--- src/rtl/hss_pkg.sv ---
package hss_pkg;

  localparam int QUEUE_DEPTH = 2;
  localparam int QPTR_W      = (QUEUE_DEPTH > 1) ? $clog2(QUEUE_DEPTH) : 1;
  localparam int QCNT_W      = $clog2(QUEUE_DEPTH + 1);

  localparam int BURST_MAX = 5;
  localparam int BCNT_W    = 3;

  localparam logic [7:0] CHAR_UPPER_A = 8'h41;
  localparam logic [7:0] CHAR_UPPER_Z = 8'h5A;
  localparam logic [7:0] CHAR_LOWER_A = 8'h61;
  localparam logic [7:0] CHAR_LOWER_Z = 8'h7A;
  localparam logic [7:0] CHAR_DIGIT_0 = 8'h30;
  localparam logic [7:0] CHAR_DIGIT_9 = 8'h39;
  localparam logic [7:0] CHAR_SPACE   = 8'h20;
  localparam logic [7:0] CHAR_TAB     = 8'h09;
  localparam logic [7:0] CHAR_HYPHEN  = 8'h2D;
  localparam logic [7:0] CHAR_UNDER   = 8'h5F;
  localparam logic [7:0] CASE_OFFSET  = 8'h20;

  localparam logic [7:0] LEAD_CONT  = 8'h80;
  localparam logic [7:0] LEAD_TWO   = 8'hC0;
  localparam logic [7:0] LEAD_THREE = 8'hE0;
  localparam logic [7:0] LEAD_FOUR  = 8'hF0;
  localparam logic [7:0] LEAD_C2    = 8'hC2;
  localparam logic [7:0] LEAD_C3    = 8'hC3;
  localparam logic [7:0] LEAD_E2    = 8'hE2;
  localparam logic [7:0] LEAD_EF    = 8'hEF;
  localparam logic [7:0] SECOND_9F  = 8'h9F;
  localparam logic [7:0] SECOND_B8  = 8'hB8;
  localparam logic [7:0] FOLD_MAX   = 8'h9E;
  localparam logic [7:0] FOLD_SKIP  = 8'h97;

  localparam logic [2:0] SEQ_NONE  = 3'd0;
  localparam logic [2:0] SEQ_TWO   = 3'd2;
  localparam logic [2:0] SEQ_THREE = 3'd3;
  localparam logic [2:0] SEQ_FOUR  = 3'd4;

  typedef struct packed {
    logic [7:0] text_byte;
    logic       final_byte;
  } text_item_t;

  typedef struct packed {
    logic [7:0] slug_byte;
    logic       has_byte;
    logic       end_of_slug;
  } slug_item_t;

  typedef struct packed {
    logic [BURST_MAX-1:0][7:0] bytes;
    logic [BCNT_W-1:0]         count;
    logic                      fin;
  } burst_t;

  typedef struct packed {
    logic hyphen_pending;
    logic output_started;
    logic seq_open;
  } front_status_t;

endpackage

--- src/rtl/hss_front.sv ---
module hss_front (
  input  logic                  clk,
  input  logic                  rst,
  input  logic                  text_valid,
  output logic                  text_ready,
  input  hss_pkg::text_item_t   text_item,
  output logic                  push,
  output hss_pkg::burst_t       burst,
  input  logic                  full,
  output hss_pkg::front_status_t status
);

  logic       hyphen_pending, hyphen_pending_next;
  logic       output_started, output_started_next;
  logic [2:0] seq_len, seq_len_next;
  logic [1:0] seq_rcv, seq_rcv_next;
  logic [7:0] seq_bytes [3];

  logic       accept;
  logic [7:0] b;
  logic       fin;
  logic       kept;
  logic [3:0][7:0] k;
  logic [2:0] klen;
  logic       wr_en;
  logic [1:0] wr_idx;
  logic [7:0] s0, s1, s2, s3;
  logic       drop;

  assign text_ready = !full;
  assign accept     = text_valid && text_ready;
  assign b          = text_item.text_byte;
  assign fin        = text_item.final_byte;

  always_comb begin
    hyphen_pending_next = hyphen_pending;
    output_started_next = output_started;
    seq_len_next        = seq_len;
    seq_rcv_next        = seq_rcv;
    kept                = 1'b0;
    k                   = '0;
    klen                = 3'd0;
    wr_en               = 1'b0;
    wr_idx              = seq_rcv;
    s0                  = seq_bytes[0];
    s1                  = (seq_len == hss_pkg::SEQ_TWO) ? b : seq_bytes[1];
    s2                  = (seq_len == hss_pkg::SEQ_THREE) ? b : seq_bytes[2];
    s3                  = b;
    drop = ((seq_len == hss_pkg::SEQ_TWO) && (s0 == hss_pkg::LEAD_C2)) ||
           ((seq_len == hss_pkg::SEQ_FOUR) && (s1 == hss_pkg::SECOND_9F)) ||
           ((seq_len == hss_pkg::SEQ_THREE) && ((s0 == hss_pkg::LEAD_E2) ||
            ((s0 == hss_pkg::LEAD_EF) && (s1 == hss_pkg::SECOND_B8))));
    if (seq_len != hss_pkg::SEQ_NONE) begin
      if (({1'b0, seq_rcv} + 3'd1) >= seq_len) begin
        k    = {s3, s2, s1, s0};
        klen = seq_len;
        if ((seq_len == hss_pkg::SEQ_TWO) && (s0 == hss_pkg::LEAD_C3) &&
            (s1 >= hss_pkg::LEAD_CONT) && (s1 <= hss_pkg::FOLD_MAX) &&
            (s1 != hss_pkg::FOLD_SKIP)) begin
          k[1] = s1 + hss_pkg::CASE_OFFSET;
        end
        kept         = !drop;
        seq_len_next = hss_pkg::SEQ_NONE;
        seq_rcv_next = 2'd0;
      end else begin
        wr_en        = 1'b1;
        seq_rcv_next = seq_rcv + 2'd1;
      end
    end else if ((b >= hss_pkg::CHAR_UPPER_A) && (b <= hss_pkg::CHAR_UPPER_Z)) begin
      kept = 1'b1;
      k[0] = b + hss_pkg::CASE_OFFSET;
      klen = 3'd1;
    end else if (((b >= hss_pkg::CHAR_LOWER_A) && (b <= hss_pkg::CHAR_LOWER_Z)) ||
                 ((b >= hss_pkg::CHAR_DIGIT_0) && (b <= hss_pkg::CHAR_DIGIT_9))) begin
      kept = 1'b1;
      k[0] = b;
      klen = 3'd1;
    end else if ((b == hss_pkg::CHAR_SPACE) || (b == hss_pkg::CHAR_HYPHEN) ||
                 (b == hss_pkg::CHAR_UNDER) || (b == hss_pkg::CHAR_TAB)) begin
      if (output_started) begin
        hyphen_pending_next = 1'b1;
      end
    end else if (b >= hss_pkg::LEAD_TWO) begin
      wr_en        = 1'b1;
      wr_idx       = 2'd0;
      seq_rcv_next = 2'd1;
      if (b >= hss_pkg::LEAD_FOUR) begin
        seq_len_next = hss_pkg::SEQ_FOUR;
      end else if (b >= hss_pkg::LEAD_THREE) begin
        seq_len_next = hss_pkg::SEQ_THREE;
      end else begin
        seq_len_next = hss_pkg::SEQ_TWO;
      end
    end else if (b >= hss_pkg::LEAD_CONT) begin
      kept = 1'b1;
      k[0] = b;
      klen = 3'd1;
    end

    burst.bytes = '0;
    burst.count = '0;
    burst.fin   = fin;
    if (kept) begin
      if (hyphen_pending) begin
        burst.bytes = {k, hss_pkg::CHAR_HYPHEN};
        burst.count = klen + 3'd1;
      end else begin
        burst.bytes = {8'h00, k};
        burst.count = klen;
      end
      hyphen_pending_next = 1'b0;
      output_started_next = 1'b1;
    end

    if (fin) begin
      hyphen_pending_next = 1'b0;
      output_started_next = 1'b0;
      seq_len_next        = hss_pkg::SEQ_NONE;
      seq_rcv_next        = 2'd0;
    end
  end

  assign push = accept && (kept || fin);

  always_ff @(posedge clk) begin
    if (rst) begin
      hyphen_pending <= 1'b0;
      output_started <= 1'b0;
      seq_len        <= hss_pkg::SEQ_NONE;
      seq_rcv        <= 2'd0;
    end else if (accept) begin
      hyphen_pending <= hyphen_pending_next;
      output_started <= output_started_next;
      seq_len        <= seq_len_next;
      seq_rcv        <= seq_rcv_next;
    end
  end

  always_ff @(posedge clk) begin
    if (accept && wr_en && (wr_idx != 2'd3)) begin
      seq_bytes[wr_idx] <= b;
    end
  end

  assign status.hyphen_pending = hyphen_pending;
  assign status.output_started = output_started;
  assign status.seq_open       = (seq_len != hss_pkg::SEQ_NONE);

endmodule

--- src/rtl/hss_queue.sv ---
module hss_queue (
  input  logic            clk,
  input  logic            rst,
  input  logic            push,
  input  hss_pkg::burst_t push_data,
  output logic            full,
  input  logic            pop,
  output hss_pkg::burst_t head,
  output logic            not_empty
);

  hss_pkg::burst_t                mem [hss_pkg::QUEUE_DEPTH];
  logic [hss_pkg::QPTR_W-1:0]     wr_ptr;
  logic [hss_pkg::QPTR_W-1:0]     rd_ptr;
  logic [hss_pkg::QCNT_W-1:0]     fill;
  logic                           do_push;
  logic                           do_pop;

  localparam logic [hss_pkg::QPTR_W-1:0] PtrLast = hss_pkg::QPTR_W'(hss_pkg::QUEUE_DEPTH - 1);

  assign full      = (fill == hss_pkg::QCNT_W'(hss_pkg::QUEUE_DEPTH));
  assign not_empty = (fill != '0);
  assign do_push   = push && !full;
  assign do_pop    = pop && not_empty;
  assign head      = mem[rd_ptr];

  always_ff @(posedge clk) begin
    if (rst) begin
      wr_ptr <= '0;
      rd_ptr <= '0;
      fill   <= '0;
    end else begin
      if (do_push) begin
        wr_ptr <= (wr_ptr == PtrLast) ? '0 : wr_ptr + 1'b1;
      end
      if (do_pop) begin
        rd_ptr <= (rd_ptr == PtrLast) ? '0 : rd_ptr + 1'b1;
      end
      unique case ({do_push, do_pop})
        2'b10:   fill <= fill + 1'b1;
        2'b01:   fill <= fill - 1'b1;
        default: fill <= fill;
      endcase
    end
  end

  always_ff @(posedge clk) begin
    if (do_push) begin
      mem[wr_ptr] <= push_data;
    end
  end

endmodule

--- src/rtl/hss_back.sv ---
module hss_back (
  input  logic                clk,
  input  logic                rst,
  input  hss_pkg::burst_t     head,
  input  logic                head_valid,
  output logic                pop,
  output logic                slug_valid,
  input  logic                slug_ready,
  output hss_pkg::slug_item_t slug_item
);

  hss_pkg::burst_t           cur;
  logic [hss_pkg::BCNT_W-1:0] idx;
  logic                      busy;
  logic [hss_pkg::BCNT_W-1:0] last;
  logic                      at_last;
  logic                      transfer;
  logic                      load;

  assign last     = (cur.count == '0) ? '0 : cur.count - 1'b1;
  assign at_last  = (idx == last);
  assign transfer = slug_valid && slug_ready;
  assign load     = !busy || (transfer && at_last);
  assign pop      = load && head_valid;

  assign slug_valid            = busy;
  assign slug_item.has_byte    = (cur.count != '0);
  assign slug_item.slug_byte   = (cur.count != '0) ? cur.bytes[idx] : 8'h00;
  assign slug_item.end_of_slug = cur.fin && at_last;

  always_ff @(posedge clk) begin
    if (rst) begin
      busy <= 1'b0;
      idx  <= '0;
    end else if (load) begin
      busy <= head_valid;
      idx  <= '0;
    end else if (transfer) begin
      idx <= idx + 1'b1;
    end
  end

  always_ff @(posedge clk) begin
    if (pop) begin
      cur <= head;
    end
  end

endmodule

--- src/rtl/heading_slug_stream.sv ---
// Channel  Direction  Handshake                Payload
// text     in         text_valid/text_ready    text_item  (text_byte, final_byte)
// slug     out        slug_valid/slug_ready    slug_item  (slug_byte, has_byte, end_of_slug)
//
// One text byte is taken per cycle while the two-entry burst queue has room.
// A kept or final byte pushes up to five slug bytes, sent one per cycle while slug_ready.
// First slug byte is registered in the burst queue, then in the back's cur register.
// rst is synchronous, active high; clears front state, queue and back.
// A slug stall backs up the queue, then drops text_ready.
module heading_slug_stream (
  input  logic                clk,
  input  logic                rst,
  input  logic                text_valid,
  output logic                text_ready,
  input  hss_pkg::text_item_t text_item,
  output logic                slug_valid,
  input  logic                slug_ready,
  output hss_pkg::slug_item_t slug_item
);

  logic                   push;
  hss_pkg::burst_t        burst;
  logic                   full;
  logic                   pop;
  hss_pkg::burst_t        head;
  logic                   head_valid;
  hss_pkg::front_status_t status;

  hss_front u_front (
    .clk        (clk),
    .rst        (rst),
    .text_valid (text_valid),
    .text_ready (text_ready),
    .text_item  (text_item),
    .push       (push),
    .burst      (burst),
    .full       (full),
    .status     (status)
  );

  hss_queue u_queue (
    .clk       (clk),
    .rst       (rst),
    .push      (push),
    .push_data (burst),
    .full      (full),
    .pop       (pop),
    .head      (head),
    .not_empty (head_valid)
  );

  hss_back u_back (
    .clk        (clk),
    .rst        (rst),
    .head       (head),
    .head_valid (head_valid),
    .pop        (pop),
    .slug_valid (slug_valid),
    .slug_ready (slug_ready),
    .slug_item  (slug_item)
  );

  a_bare_marker_ends: assert property (@(posedge clk) disable iff (rst)
    slug_valid && !slug_item.has_byte |-> slug_item.end_of_slug && slug_item.slug_byte == 8'h00)
    else $error("bare marker without end_of_slug");

  a_final_clears: assert property (@(posedge clk) disable iff (rst)
    text_valid && text_ready && text_item.final_byte |=>
      !status.hyphen_pending && !status.output_started && !status.seq_open)
    else $error("front state not cleared after final byte");

  a_hyphen_needs_output: assert property (@(posedge clk) disable iff (rst)
    status.hyphen_pending |-> status.output_started)
    else $error("hyphen pending before any output");

  a_no_push_when_full: assert property (@(posedge clk) disable iff (rst)
    full |-> !push)
    else $error("burst pushed into full queue");

endmodule
--- config.mk ---
export PLATFORM = sky130hd
export DESIGN_NAME = heading_slug_stream
export DESIGN_NICKNAME = d
export VERILOG_FILES = /design/src/rtl/hss_pkg.sv /design/src/rtl/hss_front.sv /design/src/rtl/hss_queue.sv /design/src/rtl/hss_back.sv /design/src/rtl/heading_slug_stream.sv
export SDC_FILE = /design/constraint.sdc
export NUM_CORES = 1
export LEC_CHECK = 0
export BUFFER_PORTS_ARGS = -buffer_cell sky130_fd_sc_hd__buf_2
export CAP_MARGIN = 25
export CORE_MARGIN = 8
export CORE_UTILIZATION = 55
export DETAILED_ROUTE_END_ITERATION = 16
export MAX_ROUTING_LAYER = met4
export PLACE_DENSITY = 0.81
export SYNTH_ARGS = -nofsm -noshare
export SYNTH_HDL_FRONTEND = slang
export SYNTH_SLANG_ARGS = --single-unit
export TNS_END_PERCENT = 20
--- constraint.sdc ---
create_clock -name clk -period 4.25 [get_ports clk]
set_input_delay 0.2125 -clock clk [delete_from_list [all_inputs] [get_ports clk]]
set_output_delay 0.2125 -clock clk [all_outputs]
set_load 0.02 [all_outputs]
Yosys cells after proc, flatten, opt, wreduce, memory -nomap -nowiden. Memories as Yosys holds them, arrays and structs flattened. A register that Yosys moved wholly into a read port is not among the register bits. Cells that the tools add are included.

RAM bits: 112. Output and inout bits: 12. Register bits: 15. Memories: 2. Logic and storage cells: 183.

Memories: u_queue.mem (words 2, width 44, rd ports 1, clocked after Yosys merged registers in 1, wr ports 1, RTL line hss_queue.sv:12) `hss_pkg::burst_t mem [hss_pkg::QUEUE_DEPTH];`; u_front.seq_bytes (words 3, width 8, rd ports 3, clocked after Yosys merged registers in 0, wr ports 1, RTL line hss_front.sv:17) `logic [7:0] seq_bytes [3];`.

Equal/unequal tests: 26. Mux-type cells: 74. $add $sub $neg: 11. Order comparisons: 14. Reductions and logical operators: 47.

Operators with widths (count): $mux W8 (11); $mux W43 (2); $eq A8 B8 Y1 const B (6); $mux W3 (15); $ge A8 B8 Y1 const B (5); $mux W32 (1); $mux W1 (30); $bmux W8 S3 (1); $mux W2 (12); $mux W24 (1); $logic_and A1 B1 Y1 (21); $add A8 B6 Y8 const B (2); $eq A8 B6 Y1 const B (2); $ge A8 B7 Y1 const B (2); $le A8 B7 Y1 const B (2); $reduce_bool A3 Y1 (5); $ne A3 B2 Y1 const B (4); $reduce_and A6 Y1 (2); $logic_or A1 B1 Y1 (9); $ne A3 B3 Y1 const B (3); $eq A8 B4 Y1 const B (1); $eq A8 B7 Y1 const B (1); $ge A8 B6 Y1 const B (1); $le A8 B6 Y1 const B (1); other kinds (23) (32).

Depth between registers and ports, before layout.
Depth in word-level cells: 15. Mapped depth: 13. Mapped depth without buffers: 11.

Cells and area by module. From an unflattened synthesis, not the netlist that was laid out.

Cells, all modules: 579. Area total of the unflattened synthesis: 7995.2 um2.

By module, submodules not included: hss_queue (area an instance 3389.5 um2, sequential area each 2742.6 um2, cells each 163, instances 1); hss_front (area an instance 2645.0 um2, sequential area each 860.8 um2, cells each 306, instances 1); hss_back (area an instance 1960.6 um2, sequential area each 1401.3 um2, cells each 110, instances 1).

Worst setup path after synthesis. OpenSTA, ideal clock, no wires.

Path kind: register to register. From: register u_front.seq_rcv[0]. To: memory u_queue.mem[0][0] (netlist bit) (enable). Path slack: -0.048 ns. Arrival time: 3.852 ns. Path buffers: 1. Data required time: 3.804 ns. Period minus slack after synthesis: 4.298 ns. Library setup time: 0.446 ns. Stages on the path, launching flop included: 10. Path through: dfxtp_1 -> ha_1 -> ha_1 -> nand2_1 -> o21ai_0 -> clkbuf_1 -> nand2_1 -> nor3_2 -> o31ai_4 -> nor2_1.

Longest elaborated chain between the ends: 9.

RTL lines: start: declaration (RTL line hss_front.sv:16) `logic [1:0] seq_rcv, seq_rcv_next;`; start signal: assignment (RTL line hss_front.sv:135) `seq_rcv <= seq_rcv_next;`; $add A2 B1 Y3 (RTL line hss_front.sv:54) `if (({1'b0, seq_rcv} + 3'd1) >= seq_len) begin`; $ge A3 B3 Y1 (RTL line hss_front.sv:54); $mux W1 (RTL line hss_front.sv:54); $mux W1 (RTL line hss_front.sv:53) `if (seq_len != hss_pkg::SEQ_NONE) begin`; $logic_or A1 B1 Y1 (RTL line hss_front.sv:123) `assign push = accept && (kept || fin);`; $logic_and A1 B1 Y1 (RTL line hss_front.sv:123); $logic_and A1 B1 Y1 (RTL line hss_queue.sv:23) `assign do_push = push && !full;`; $mux W1 (RTL line hss_queue.sv:48) `if (do_push) begin`; $mux W1 (implied by the code) (RTL line hss_queue.sv:49) `mem[wr_ptr] <= push_data;`; end: declaration (RTL line hss_queue.sv:12).

Every way passes these cells.

Worst setup path in the final report.
From: register u_front.seq_rcv[0]. To: register u_queue.fill[1] (netlist bit).

Longest elaborated chain between the ends: 9. Elaborated cells between the ends (all ways): 11.

RTL lines: $add A2 B1 Y3 (*) (RTL line hss_front.sv:54); $ge A3 B3 Y1 (*) (RTL line hss_front.sv:54); $mux W1 (*) (RTL line hss_front.sv:54); $mux W1 (*) (RTL line hss_front.sv:53); $logic_or A1 B1 Y1 (*) (RTL line hss_front.sv:123); $logic_and A1 B1 Y1 (*) (RTL line hss_front.sv:123); $logic_and A1 B1 Y1 (*) (RTL line hss_queue.sv:23); $eq A2 B1 Y1 / $eq A2 B2 Y1 (equally long branches) (RTL line hss_queue.sv:39) `unique case ({do_push, do_pop})`; $pmux W2 S2 / $reduce_bool A2 Y1 (equally long branches); end signal: assignment (RTL line hss_queue.sv:40) `2'b10: fill <= fill + 1'b1;`; end signal: assignment (RTL line hss_queue.sv:41) `2'b01: fill <= fill - 1'b1;`; end signal: assignment (RTL line hss_queue.sv:42) `default: fill <= fill;`; end: declaration (RTL line hss_queue.sv:15) `logic [hss_pkg::QCNT_W-1:0] fill;`.

Mark *: on every way between the ends. The rest lies on a longest branch, timed or not. A chain may end at the register's enable or synchronous reset.

==> flow_summary.json <==
{
  "maxCapViolations": 0,
  "dp_cells": 751,
  "antennaDiodeCount": 0,
  "antenna_found_initial": 0,
  "worst_pin_slew_ns": 1.06,
  "top_layer": "met4",
  "period_minus_slack_ns": 3.22,
  "cts_root_buf": "clkbuf_16",
  "first_pass_iters": 5,
  "drt_iter0_markers": 515,
  "path_class": "reg -> reg",
  "p_per_area_nw_per_um2": 543,
  "drive_gt1_share_pct": 22.3,
  "finalInstanceArea_um2": 8680,
  "yosys_warnings": 0,
  "htreeDepth": 4,
  "setup_violations": 0,
  "yosysTopAreaCell": "edfxtp_1",
  "hold_class": "in -> reg",
  "postSynthCellCount": 575,
  "vdd_drop_max_uv": 260,
  "rows": 43,
  "cts_setup_buffers": 0,
  "wirelength_mm": 16.2,
  "syn-num-nets": 601,
  "numCtsBuffers": 17,
  "met2_length_mm": 7.95,
  "die_h_um": 135,
  "start_util_pct": 56.1,
  "fin_skew_ns": 0.0121,
  "cts_resized": 0,
  "synthFlopType": "edfxtp_1",
  "drc": 0,
  "wl_met3_um": 983,
  "placedInstanceArea_um2": 8070,
  "hold_viol": 0,
  "syn_avg_cell_area_um2": 13.5,
  "die-width_um": 135,
  "yosys-top-cells-area": "edfxtp_1 (60%), mux2_2 (7.1%), dfxtp_1 (3.9%)",
  "dp_hpwl_mm": 10.5,
  "critPathLaunchType": "flip-flop",
  "period_share_pct": 75.8,
  "layout.nets": 618,
  "via_per_inst": 6.07,
  "worstPathMaxFanout": 13,
  "wl_met1_mm": 7.03,
  "clk_path_buf_depth": 2,
  "clock_latency_ns": 0.42,
  "grt_pass1_wl_mm": 25.4,
  "grt_pass1_vias": 4599,
  "hold_buffers": 0,
  "async_flop_share_pct": 0,
  "synth_edf_count": 156,
  "status": "completed",
  "cts.clk_slew.worst_paths_ns": 0.06,
  "critPathArrivalTime_ns": 3.57,
  "wl_per_cell_um": 20.7,
  "dieArea_um2": 18200,
  "cp.required_ns": 4.60,
  "grt_use_total_pct": 18.8,
  "num_vias": 4766,
  "slew_headroom_pct": 29.3,
  "setup_tns_ns": 0,
  "antenna_left": 0,
  "yosysSeqAreaShare_pct": 64.0,
  "fmax_ghz": 0.311,
  "io_buffers": 24,
  "ys_types": 60,
  "cts.sinks": 171,
  "overflow": 0,
  "synthToLayoutAreaGrowth_pct": 11.4,
  "ioPinCount": 25,
  "synth-seq-cells": 171,
  "core_area_um2": 13900,
  "final_cell_count_no_fill": 785,
  "p_leak_uw": 0.00308,
  "cp-end-kind": "flip-flop",
  "rsz0062_at_grt": "false",
  "synth_area_um2": 7780,
  "cts_tree": "built",
  "yosysTopAreaCellShare_pct": 60.2,
  "place_congestion": 0.930,
  "drv_slew": 0,
  "grt_max_degree": 66
}
critical path, stage by stage, from the launching register on:
cell,delay [ns]
dfxtp_1,0.46
ha_1,0.30
ha_1,0.19
a21oi_1,0.14
o21ai_0,0.11
buf_4,0.18
nand2_1,0.34
nor3_2,0.12
o31ai_4,0.43
ha_1,0.35
or3_1,0.38
a21oi_1,0.15
flip-flops by register name, summed over array words and instances (netlist names):
register / flops
u_back.cur: 44
u_back.slug_valid: 1
u_queue.fill: 2
u_queue.rd_ptr: 1
u_front.hyphen_pending: 1
u_queue.mem: 88
u_front.seq_len: 3
u_back.idx: 3
u_front.seq_bytes: 24
u_queue.wr_ptr: 1
u_front.output_started: 1
u_front.seq_rcv: 2
area by class of cell:
cell class / instances / area [um2]
Clock inverter: 12 / 146
Inverter: 17 / 63.8
Clock buffer: 20 / 437
Multi-Input combinational cell: 349 / 2600
Fill cell: 1001 / 5200
Sequential cell: 171 / 4990
Tap cell: 180 / 225
Timing Repair Buffer: 36 / 220
worst paths after layout:
check,startpoint,to,slack (ns),depth (start not counted)
setup / recovery,u_front.seq_rcv[0]$_SDFFE_PP0P_,u_queue.fill[1]$_SDFFE_PP0P_,1.03,11
setup reg to reg,u_front.seq_rcv[0]$_SDFFE_PP0P_,u_queue.fill[1]$_SDFFE_PP0P_,1.03,11
hold reg to reg,u_front.output_started$_SDFFE_PP0P_,u_front.output_started$_SDFFE_PP0P_,0.49,2
hold / removal,slug_ready,u_back.idx[1]$_SDFFE_PP0P_,0.12,3
power by group:
group,internal (uW),switching (uW)
registers,2210,114
logic,334,514
clock network,921,621
logic make-up after synthesis:
group	synth area share (%)
flops	64.0
simple gates	11.0
fa+ha+maj	2.09
mux	11.1
xor+xnor	1.01
buf+inv	2.89
compound gates	7.86
metal layers:
metal / vias to the layer above / track usage [%]
li1: 2219 / -
met1: 2339 / 24.2
met2: 185 / 28.7
met3: 23 / 3.79
met4: 0 / 7.65
met5: - / -
cell usage in the layout, fill, tap and decap left out, drive strengths merged, types with 9 or more instances in the layout:
cell type and n:
o21ai 13, inv 17, nand2 33, buf 35
mux2 50, nand3 17, a21oi 27, and3 9
edfxtp 156, dfxtp 15, clkbuf 21, nor3 16
mux2i 12, ha 13, nor2 53
synthesized netlist by cell type, types with 2 or more instances:
cell      count
o21a_1        3
buf_1         5
a22oi_1       8
nor2b_1       4
nand2b_1      2
nand4b_1      2
nor3b_1       7
nor2_1       53
nand3_1      17
mux2_2       49
mux4_2        8
inv_1        16
mux2i_1      12
a22o_1        3
nor3_1       15
or2_2         3
xnor2_1       5
and3_1        9
a41o_1        2
o21ai_0      12
nor4b_1       2
or3_1         5
buf_2         6
nand2_1      33
a211oi_1      8
ha_1         13
edfxtp_1    156
a311oi_1      2
a221oi_1      5
a21oi_1      27
and2_1        4
a21o_1        3
nand4_1       7
a32oi_1       2
dfxtp_1      15
xor2_1        4
clkbuf_1     25
through the flow:
stage	setup slack, ns	power [uW]	hold slack [ns]	util, %
after floorplan	-0.0481	2920	0.311	-
after global placement	1.20	3130	0.458	58.1
after detailed placement	1.08	3190	0.473	58.1
after CTS	1.05	4720	0.0890	62.3
after global routing	0.852	4890	0.124	62.5
final	1.03	4710	0.119	62.5
Power figures use the tool's default switching activity.
